--- src/hdl/shamir_share_combine_top_defines.svh ---
// Assertion macros used by the checks in the top level of this block
`ifndef SHAMIR_SHARE_COMBINE_TOP_DEFINES_SVH
`define SHAMIR_SHARE_COMBINE_TOP_DEFINES_SVH

// Same-cycle implication, clocked on clk, off during reset
`define SSC_ASSERT_SAME(label, ante, cons) \
    label: assert property (@(posedge clk) disable iff (!rst_n) (ante) |-> (cons)) \
        else $error("ssc check failed");

// Next-cycle implication, clocked on clk, off during reset
`define SSC_ASSERT_NEXT(label, ante, cons) \
    label: assert property (@(posedge clk) disable iff (!rst_n) (ante) |=> (cons)) \
        else $error("ssc check failed");

`endif

--- src/hdl/ssc_pkg.sv ---
`timescale 1ns / 1ps
package ssc_pkg;

    localparam int SLOTS_DEF       = 256;
    localparam int SHARE_BYTES_DEF = 32;
    localparam int ROW_BITS        = 5;      // share store row is always 32 bytes
    localparam logic [8:0] GF_POLY = 9'h11D;
    localparam logic [8:0] GF_ORDER = 9'h0FF;

    localparam logic KIND_LOAD    = 1'b0;
    localparam logic KIND_EXTRACT = 1'b1;

    typedef logic [7:0] gf_tab_t [256];

    // Command bits from controller to datapath
    typedef struct packed {
        logic x_we;
        logic s_we;
        logic acc_clr;
        logic acc_en;
        logic acc_self;
        logic latch_xi;
        logic latch_w;
        logic mix_en;
        logic emit_load;
        logic emit_last;
        logic clear;
    } ssc_cmd_t;

    // Status bits from datapath to controller
    typedef struct packed {
        logic xi_zero;
        logic out_busy;
    } ssc_sts_t;

    function automatic gf_tab_t gf_exp_build();
        gf_tab_t    t;
        logic [8:0] v;
        t = '{default: 8'h00};
        v = 9'h001;
        for (int k = 0; k < 255; k++)
        begin
            t[k] = v[7:0];
            v = {v[7:0], 1'b0};
            if (v[8])
            begin
                v = v ^ GF_POLY;
            end
        end
        t[255] = t[0];
        return t;
    endfunction

    function automatic gf_tab_t gf_log_build();
        gf_tab_t    t;
        logic [8:0] v;
        t = '{default: 8'h00};
        v = 9'h001;
        for (int k = 0; k < 255; k++)
        begin
            t[v[7:0]] = 8'(k);
            v = {v[7:0], 1'b0};
            if (v[8])
            begin
                v = v ^ GF_POLY;
            end
        end
        return t;
    endfunction

    localparam gf_tab_t GF_EXP = gf_exp_build();
    localparam gf_tab_t GF_LOG = gf_log_build();

endpackage

--- src/hdl/ssc_ctrl.sv ---
`timescale 1ns / 1ps
module ssc_ctrl #(
    parameter int SLOTS       = ssc_pkg::SLOTS_DEF,
    parameter int SHARE_BYTES = ssc_pkg::SHARE_BYTES_DEF,
    localparam int SW = $clog2(SLOTS),
    localparam int PW = (SHARE_BYTES > 1) ? $clog2(SHARE_BYTES) : 1
) (
    input  logic                          clk,
    input  logic                          rst_n,
    input  logic                          in_valid,
    output logic                          in_ready,
    input  logic                          in_kind,
    input  logic [7:0]                    in_slot,
    input  logic [4:0]                    in_pos,
    output logic [SW-1:0]                 x_raddr,
    output logic [SW+ssc_pkg::ROW_BITS-1:0] s_raddr,
    output logic [PW-1:0]                 mix_pos,
    output logic [PW-1:0]                 emit_pos,
    output ssc_pkg::ssc_cmd_t             cmd,
    input  ssc_pkg::ssc_sts_t             sts
);

    localparam logic [3:0] S_IDLE  = 4'd0;
    localparam logic [3:0] S_IREAD = 4'd1;
    localparam logic [3:0] S_ICHK  = 4'd2;
    localparam logic [3:0] S_JRUN  = 4'd3;
    localparam logic [3:0] S_JEND  = 4'd4;
    localparam logic [3:0] S_WGT   = 4'd5;
    localparam logic [3:0] S_PRUN  = 4'd6;
    localparam logic [3:0] S_PEND  = 4'd7;
    localparam logic [3:0] S_EMIT  = 4'd8;

    localparam logic [SW-1:0] I_LAST = SW'(SLOTS - 1);
    localparam logic [PW-1:0] P_LAST = PW'(SHARE_BYTES - 1);

    logic [3:0]    state_reg, state_next;
    logic [SW-1:0] i_reg, i_next;
    logic [SW-1:0] j_reg, j_next;
    logic [PW-1:0] p_reg, p_next;
    logic          acc_en_reg, acc_en_next;
    logic          self_reg, self_next;
    logic          mix_en_reg, mix_en_next;
    logic [PW-1:0] mix_pos_reg, mix_pos_next;
    logic          accept;
    logic          in_range;

    // ready is high exactly in idle
    assign accept   = in_valid && (state_reg == S_IDLE);
    assign in_range = ({1'b0, in_slot} < 9'(SLOTS)) && ({1'b0, in_pos} < 6'(SHARE_BYTES));

    always_comb
    begin
        state_next   = state_reg;
        i_next       = i_reg;
        j_next       = j_reg;
        p_next       = p_reg;
        acc_en_next  = 1'b0;
        self_next    = 1'b0;
        mix_en_next  = 1'b0;
        mix_pos_next = mix_pos_reg;
        in_ready     = 1'b0;
        x_raddr      = i_reg;
        cmd          = '0;
        cmd.acc_en   = acc_en_reg;
        cmd.acc_self = self_reg;
        cmd.mix_en   = mix_en_reg;
        case (state_reg)
            S_IDLE:
            begin
                in_ready = 1'b1;
                if (accept && in_kind == ssc_pkg::KIND_LOAD && in_range)
                begin
                    cmd.x_we = 1'b1;
                    cmd.s_we = 1'b1;
                end
                else if (accept && in_kind == ssc_pkg::KIND_EXTRACT)
                begin
                    i_next     = '0;
                    state_next = S_IREAD;
                end
            end
            S_IREAD:
            begin
                state_next = S_ICHK;
            end
            S_ICHK:
            begin
                if (sts.xi_zero)
                begin
                    if (i_reg == I_LAST)
                    begin
                        p_next     = '0;
                        state_next = S_EMIT;
                    end
                    else
                    begin
                        i_next     = i_reg + 1'b1;
                        state_next = S_IREAD;
                    end
                end
                else
                begin
                    cmd.latch_xi = 1'b1;
                    cmd.acc_clr  = 1'b1;
                    j_next       = '0;
                    state_next   = S_JRUN;
                end
            end
            // walk all slots for the other x values
            S_JRUN:
            begin
                x_raddr     = j_reg;
                acc_en_next = 1'b1;
                self_next   = (j_reg == i_reg);
                j_next      = j_reg + 1'b1;
                if (j_reg == I_LAST)
                begin
                    state_next = S_JEND;
                end
            end
            S_JEND:
            begin
                state_next = S_WGT;
            end
            S_WGT:
            begin
                cmd.latch_w = 1'b1;
                p_next      = '0;
                state_next  = S_PRUN;
            end
            // mix this slot's share bytes into the secret
            S_PRUN:
            begin
                mix_en_next  = 1'b1;
                mix_pos_next = p_reg;
                p_next       = p_reg + 1'b1;
                if (p_reg == P_LAST)
                begin
                    state_next = S_PEND;
                end
            end
            S_PEND:
            begin
                if (i_reg == I_LAST)
                begin
                    p_next     = '0;
                    state_next = S_EMIT;
                end
                else
                begin
                    i_next     = i_reg + 1'b1;
                    state_next = S_IREAD;
                end
            end
            S_EMIT:
            begin
                if (!sts.out_busy)
                begin
                    cmd.emit_load = 1'b1;
                    cmd.emit_last = (p_reg == P_LAST);
                    p_next        = p_reg + 1'b1;
                    if (p_reg == P_LAST)
                    begin
                        cmd.clear  = 1'b1;
                        state_next = S_IDLE;
                    end
                end
            end
            default:
            begin
                state_next = S_IDLE;
            end
        endcase
    end

    always_ff @(posedge clk or negedge rst_n)
    begin
        if (!rst_n)
        begin
            state_reg   <= S_IDLE;
            i_reg       <= '0;
            j_reg       <= '0;
            p_reg       <= '0;
            acc_en_reg  <= 1'b0;
            self_reg    <= 1'b0;
            mix_en_reg  <= 1'b0;
            mix_pos_reg <= '0;
        end
        else
        begin
            state_reg   <= state_next;
            i_reg       <= i_next;
            j_reg       <= j_next;
            p_reg       <= p_next;
            acc_en_reg  <= acc_en_next;
            self_reg    <= self_next;
            mix_en_reg  <= mix_en_next;
            mix_pos_reg <= mix_pos_next;
        end
    end

    assign s_raddr  = {i_reg, ssc_pkg::ROW_BITS'(p_reg)};
    assign mix_pos  = mix_pos_reg;
    assign emit_pos = p_reg;

endmodule

--- config.mk ---
export PLATFORM = sky130hd
export DESIGN_NAME = ssc_ctrl
export DESIGN_NICKNAME = d
export VERILOG_FILES = /design/src/hdl/shamir_share_combine_top_defines.svh /design/src/hdl/ssc_pkg.sv /design/src/hdl/ssc_ctrl.sv
export SDC_FILE = /design/constraint.sdc
export NUM_CORES = 1
export LEC_CHECK = 0
export BUFFER_PORTS_ARGS = -buffer_cell sky130_fd_sc_hd__clkbuf_2
export CORE_MARGIN = 2
export CORE_UTILIZATION = 53
export CTS_BUF_LIST = sky130_fd_sc_hd__clkbuf_8
export DETAILED_ROUTE_END_ITERATION = 6
export PLACE_DENSITY = 0.82
export SKIP_CTS_REPAIR_TIMING = 1
export SLEW_MARGIN = 25
export SYNTH_ARGS = -nofsm -noshare
export SYNTH_HDL_FRONTEND = slang
export SYNTH_SLANG_ARGS = --single-unit
--- constraint.sdc ---
create_clock -name clk -period 3 [get_ports clk]
set_clock_uncertainty 0.2 [all_clocks]
set_input_delay 0.9 -clock clk [delete_from_list [all_inputs] [get_ports clk]]
set_output_delay 0.9 -clock clk [all_outputs]
set_load 0.005 [all_outputs]
After elaboration in Yosys (flattened, before gate mapping):

Cells that the tools add are included.

* $add $sub $neg: 3
* equal/unequal tests: 20
* multiplexer cells: 33
* bitwise gates (word level): 1
* reductions and logical operators: 11

Operator list (number)
* $mux W8: 6
* $pmux W4 S9: 1
* $mux W4: 8
* $pmux W5 S5: 1
* $pmux W8 S3: 1
* $add A8 B1 Y8 const B: 2
* $eq A4 B3 Y1 const B: 4
* $eq A8 B8 Y1 const B: 2
* $pmux W8 S2: 1
* $mux W5: 3
* $ne A2 B2 Y1 const B: 7
* $eq A4 B2 Y1 const B: 2
* $eq A8 B8 Y1: 1
* $mux W1: 8
* $mux W3: 2
* $reduce_and A6 Y1: 1
* $add A5 B1 Y5 const B: 1
* $eq A5 B5 Y1 const B: 1
* $reduce_bool A5 Y1: 1
* $eq A4 B1 Y1 const B: 1
* $eq A4 B4 Y1 const B: 1
* $logic_not A4 Y1: 1
* $mux W2: 2
* $reduce_and A4 Y1: 1
* other kinds (7): 9

* flip-flop bits (word level): 33
* bits of input ports: 19
* output and inout port bits: 43
* word-level logic and storage cells: 76

Depth between registers and ports, before layout:

Gate-level depths: netlist of run 1.

* depth in word-level cells: 6
* mapped depth: 8
* mapped depth without buffers: 7

Worst setup path after synthesis of run 1:

No wires, ideal clock.

* kind: flip-flop to output port
* start point: register state_reg[2]
* end point: output port cmd[1] in the netlist's numbering
* data arrival time: 1.614 ns
* setup slack: 0.286 ns
* cell stages (with the launch flop): 6
* path buffers: 2
* cell sequence: dfrtp_1 -> buf_2 -> nor4b_1 -> nor2b_1 -> and2_1 -> buf_4

RTL lines
* start: declaration: line ssc_ctrl.sv:36 `logic [3:0] state_reg, state_next;`
* start signal: assignment: line ssc_ctrl.sv:191 `state_reg <= state_next;`
* end: declaration: line ssc_ctrl.sv:19 `output ssc_pkg::ssc_cmd_t cmd,`

Worst setup path in the final report of run 1:

* start point: register state_reg[1]
* end point: output port x_raddr[5]

* longest elaborated chain between the ends: 2

RTL lines
* $eq A4 B2 Y1: line ssc_ctrl.sv:67 `case (state_reg)`
* $mux W8: line ssc_ctrl.sv:67
* end: declaration: line ssc_ctrl.sv:15 `output logic [SW-1:0] x_raddr,`

Every way passes these cells.

==> flow_summary.json, run 1 <==
{
  "required_ps": 1900,
  "tns_ps": 0,
  "grt_overflow_total": 0,
  "core-area_um2": 3720,
  "powerDensity_nw_per_um2": 906,
  "yosys.area.top_type_share": 0.395,
  "syn_nets": 255,
  "clk_pin_slew_ps": 60,
  "cp-start-kind": "flop",
  "finalPower_mw": 2.15,
  "num-nets-final": 289,
  "min_period_ps": 2810,
  "die_y_um": 66.8,
  "vias": 1778,
  "place.gp.congestion": 0.851,
  "syn_inst": 232,
  "htreeDepth": 2,
  "cts-root-buf": "clkbuf_8",
  "syn_avg_cell_area_um2": 9.01,
  "run_status": "complete, no violations",
  "grt_usage": 0.222,
  "cts_sinks": 33,
  "min_from": "mix_pos[1]",
  "dieArea_um2": 4460,
  "grt_pass1_wl_mm": 7.31,
  "drt_pass1_iterations": 4,
  "holdWs_ps": 310,
  "clock_path_buffers": 2,
  "wl_mm": 4.48,
  "dp_hpwl_mm": 3.19,
  "crit_type": "reg -> out",
  "n_fill_cell": 317,
  "post-route-period-util": 0.937,
  "io_pins": 62,
  "hold_viol": 0,
  "viasPerCell": 5.64,
  "die_x_um": 66.8,
  "ys_top_cells_by_area": "dfrtp_1 39%, nand2_1 7.9%, xnor2_1 4.6%",
  "worstHoldPathType": "reg -> reg",
  "r2r_slack_ps": 550,
  "synth.distinct_cells": 53,
  "rsz0062_at_grt": "no",
  "tightest_slew_ps": 815,
  "routedWlPerCell_um": 14.2,
  "p_leak_nw": 1.16,
  "max_cap_violations": 0,
  "portBuffers": 48,
  "placed_cell_area_um2": 2260,
  "synth_edf_count": 0,
  "drive_above_1_share": 0.300,
  "setup_viol": 0,
  "end_kind": "output port",
  "clock.fmax_mhz": 356,
  "synth_area_um2": 2090,
  "hold_depth": 1,
  "holdPathEnd": "mix_pos[1]",
  "final_util": 0.638,
  "postRouteAntennaNets": 0,
  "arrival_ps": 1710,
  "synth_top_flop_cell": "dfrtp_1",
  "cp_max_fo": 19,
  "antenna_found_initial": 0,
  "yosysWarnings": 0,
  "r2r-end": "i_reg[6]",
  "drc": 0,
  "diodes": 0,
  "yosys.area.top_type": "dfrtp_1",
  "r2r_cells": 5,
  "grt_max_degree": 34,
  "design_area_um2": 2370,
  "cts_buffers": 5,
  "synthToLayoutAreaGrowth_pct": 13.4,
  "start_util": 0.563,
  "drtIter0Drc": 170,
  "cts_tree": "yes",
  "ys_async_sr_fraction": 1.00,
  "clk-insertion-delay-late_ps": 280,
  "ys_seq_area_frac": 0.395,
  "synth_seq_cells": 33,
  "grt_pass1_vias": 1551,
  "slew_headroom": 0.456,
  "core.rowCount": 22,
  "reg2reg_from": "state_reg[0]",
  "maxSlewViolCount": 0,
  "ir_drop_v": 0.000498
}
-- layout make-up --
cell class,count,area [µm²],area share
Inverter,8,32.5,0.0137
Tap cell,48,60.1,0.0253
Clock buffer,7,96.3,0.0406
Timing Repair Buffer,51,263,0.111
Clock inverter,1,5.00,0.00211
Multi-Input combinational cell,167,1080,0.458
Sequential cell,33,830,0.350
-- metal layers --
| metal | share of wire | up-vias | global-route usage | wire length (µm) |
|---|---|---|---|---|
| li1 | - | 879 | - | - |
| met1 | 0.42 | 840 | 0.308 | 1890 |
| met3 | 0.059 | 5 | 0.0439 | 264 |
| met4 | 0.015 | 0 | 0.0918 | 65 |
| met2 | 0.50 | 54 | 0.336 | 2250 |
| met5 | 0 | - | 0 | 0 |
-- where the power goes --
| part | switching [mW] | internal (mW) |
|---|---|---|
| Sequential | 0.268 | 0.580 |
| Clock | 0.161 | 0.207 |
| Combinational | 0.480 | 0.454 |
| Total | 0.908 | 1.24 |
-- worst max-delay path: stages (launching register included) --
cell and delay, ps:
dfrtp_2 500, nor3b_4 290, nand2_1 150, inv_4 200
nand2_1 70, o21ai_0 80, clkbuf_2 130
-- placed cells by master, fill, tap and decap left out, types with 3 or more instances in the layout --
master / synthesis / layout
buf_4: 11 / 3
and3_1: 5 / 5
clkbuf_2: 0 / 48
nand4_1: 5 / 5
dfrtp_2: 0 / 3
ha_1: 4 / 4
clkbuf_8: 0 / 7
o31ai_1: 4 / 4
mux2_2: 5 / 5
dfrtp_1: 33 / 30
a22o_1: 3 / 3
xnor2_1: 11 / 11
nand3_1: 7 / 7
a21oi_1: 5 / 5
nor2_1: 14 / 14
inv_1: 7 / 7
o21ai_0: 17 / 17
nand2_1: 44 / 44
-- Yosys cell counts, drive strengths merged (3+ instances only) --
cell	instances
nor3b	3
ha	4
a21oi	5
nand3	7
clkbuf	6
nor4	4
dfrtp	33
mux2	5
inv	8
nor2	14
o31ai	5
and3	5
nand4	5
nand2	44
buf	18
a22o	4
xnor2	11
o21ai	17
-- how the worst max path moves through the flow --
stage          slack, ps          to  cells after the start    startpoint
2_1_floorplan        290      cmd[1]                      5  state_reg[2]
3_3_place_gp         280      cmd[8]                      5        sts[1]
3_5_place_dp         280      cmd[8]                      5        sts[1]
4_1_cts                8  x_raddr[5]                      6  state_reg[1]
5_1_grt               30  x_raddr[5]                      6  state_reg[1]
6_report             190  x_raddr[5]                      6  state_reg[1]
-- cells by family after synthesis --
family | after synthesis | synth area share
simple gates | 99 | 0.254
compound gates | 45 | 0.151
xor+xnor | 12 | 0.0503
buf+inv | 32 | 0.0892
fa+ha+maj | 4 | 0.0239
flops | 33 | 0.395
mux | 7 | 0.0365
-- per-stage QoR --
stage               setup WS, ps  instances
detailed placement           281        307
global placement             282        307
finish                       188        315
CTS                         8.31        315
floorplan                    286        232
global route                26.8        315
Power figures use the tool's default switching activity.
==> run 2: changes to the inputs <==
--- a/config.mk
+++ b/config.mk
@@ -10,7 +10,7 @@
 export CORE_UTILIZATION = 53
 export CTS_BUF_LIST = sky130_fd_sc_hd__clkbuf_8
 export DETAILED_ROUTE_END_ITERATION = 6
-export PLACE_DENSITY = 0.82
+export PLACE_DENSITY = 0.88
 export SKIP_CTS_REPAIR_TIMING = 1
 export SLEW_MARGIN = 25
 export SYNTH_ARGS = -nofsm -noshare
==> run 2 against run 1 <==
  * Register-to-register slack about the same
  * Clock power up 1%
  * Sequential power about the same
  * Critical path depth unchanged
  * Setup slack worse by 37 ps
  * Non-clock buffer count up 1
  * Maximum frequency down 1.3%
  * Critical endpoint is now x_raddr[7]
  * Highest routed layer unchanged
==> flow_summary.json, run 2 (same netlist as run 1, synthesis figures left out) <==
{
  "max_cap_violations": 0,
  "setup_viol": 0,
  "grt_pass1_vias": 1580,
  "run_status": "complete, no violations",
  "cp-start-kind": "flop",
  "worst_slack_ps": 151,
  "worstHoldPathType": "reg -> reg",
  "die_x_um": 66.8,
  "grt_pass1_wl_mm": 7.50,
  "postRouteAntennaNets": 0,
  "drc": 0,
  "io_pins": 62,
  "post-route-period-util": 0.950,
  "core.rowCount": 22,
  "clk-insertion-delay-late_ps": 290,
  "grt_max_degree": 34,
  "place_ws_ps": 247,
  "clock_path_buffers": 2,
  "rsz0062_at_grt": "no",
  "min_period_ps": 2850,
  "synthToLayoutAreaGrowth_pct": 13.3,
  "n_fill_cell": 332,
  "tightest_slew_ps": 800,
  "num-nets-final": 290,
  "portBuffers": 48,
  "hold_viol": 0,
  "cts_buffers": 5,
  "ff_latch_area_um2": 830,
  "cts_tree": "yes",
  "dp_hpwl_mm": 3.21,
  "required_ps": 1900,
  "arrival_ps": 1750,
  "place.gp.congestion": 0.818,
  "diodes": 0,
  "finalPower_mw": 2.18,
  "antenna_found_initial": 0,
  "dieArea_um2": 4460,
  "drtIter0Drc": 209,
  "multi_input_area_um2": 1080,
  "start_util": 0.563,
  "layout_common_cells": "48 x clkbuf_2, 44 x nand2_1, 30 x dfrtp_1, 17 x o21ai_0, 14 x nor2_1",
  "core-area_um2": 3720,
  "grt_overflow_total": 0,
  "p_leak_nw": 1.17,
  "design_area_um2": 2370,
  "wl_mm": 4.55,
  "vias": 1815,
  "drive_above_1_share": 0.299,
  "placed_cell_area_um2": 2260,
  "cp_max_fo": 12,
  "slew_headroom": 0.467,
  "crit_type": "reg -> out",
  "drt_pass1_iterations": 4,
  "clock.fmax_mhz": 351,
  "die_y_um": 66.8,
  "routedWlPerCell_um": 14.4,
  "ir_drop_v": 0.000478,
  "cts_sinks": 33,
  "tns_ps": 0,
  "viasPerCell": 5.74,
  "maxSlewViolCount": 0,
  "htreeDepth": 2,
  "powerDensity_nw_per_um2": 921,
  "end_kind": "output port",
  "clk_pin_slew_ps": 70,
  "final_util": 0.638,
  "cts-root-buf": "clkbuf_8",
  "grt_usage": 0.222,
  "final_common_cell": "clkbuf_2"
}
-- run 2: cell count changes in the layout (fill, tap and decap cells not counted), sizes merged --
cell,before,now
buf,3,4
-- run 2: final cells by class --
| cell class | count | area share |
|---|---|---|
| flip-flops and latches | 33 | 0.350 |
| clock inverters | 1 | 0.00211 |
| inverters | 8 | 0.0127 |
| repair buffers | 52 | 0.114 |
| well taps | 48 | 0.0253 |
| clock buffers | 7 | 0.0407 |
| multi-input cells | 167 | 0.455 |
-- run 2: worst max-delay path, stage by stage, from the launching register on --
cell and delay [ps]:
dfrtp_2 510, nor3b_4 310, nand2_1 140, inv_2 190, nand2_1 70, o21ai_0 80, clkbuf_2 140
-- run 2: power breakdown --
group,total (mW),switching [mW],internal (mW)
Combinational,0.961,0.492,0.469
Clock,0.373,0.166,0.207
Sequential,0.847,0.268,0.579
-- run 2: path summary, 6_finish.rpt --
check	end	slack (ps)	startpoint	cells after the start
max	x_raddr[7]	150	state_reg[1]	6
min	mix_pos[4]	300	mix_pos[4]	1
max reg2reg	i_reg[6]	540	state_reg[0]	6
min reg2reg	mix_pos[4]	300	mix_pos[4]	1
max in group asynchronous	state_reg[2]	1570	rst_n	1
min in group asynchronous	i_reg[5]	480	rst_n	1
-- run 2: per-stage QoR --
stage | hold WS (ps) | cells
3_3_place_gp | 290 | 308
3_5_place_dp | 296 | 308
6_report | 304 | 316
5_1_grt | 335 | 316
2_1_floorplan | 305 | 232
4_1_cts | 311 | 316
-- run 2: routing by layer --
metal	part of all wire	up-vias	global-route usage	wire, µm
li1	-	883	-	-
met2	0.51	47	0.350	2330
met5	0	-	0	0
met4	0.018	0	0.0689	84
met3	0.046	8	0.0524	211
met1	0.42	877	0.302	1920
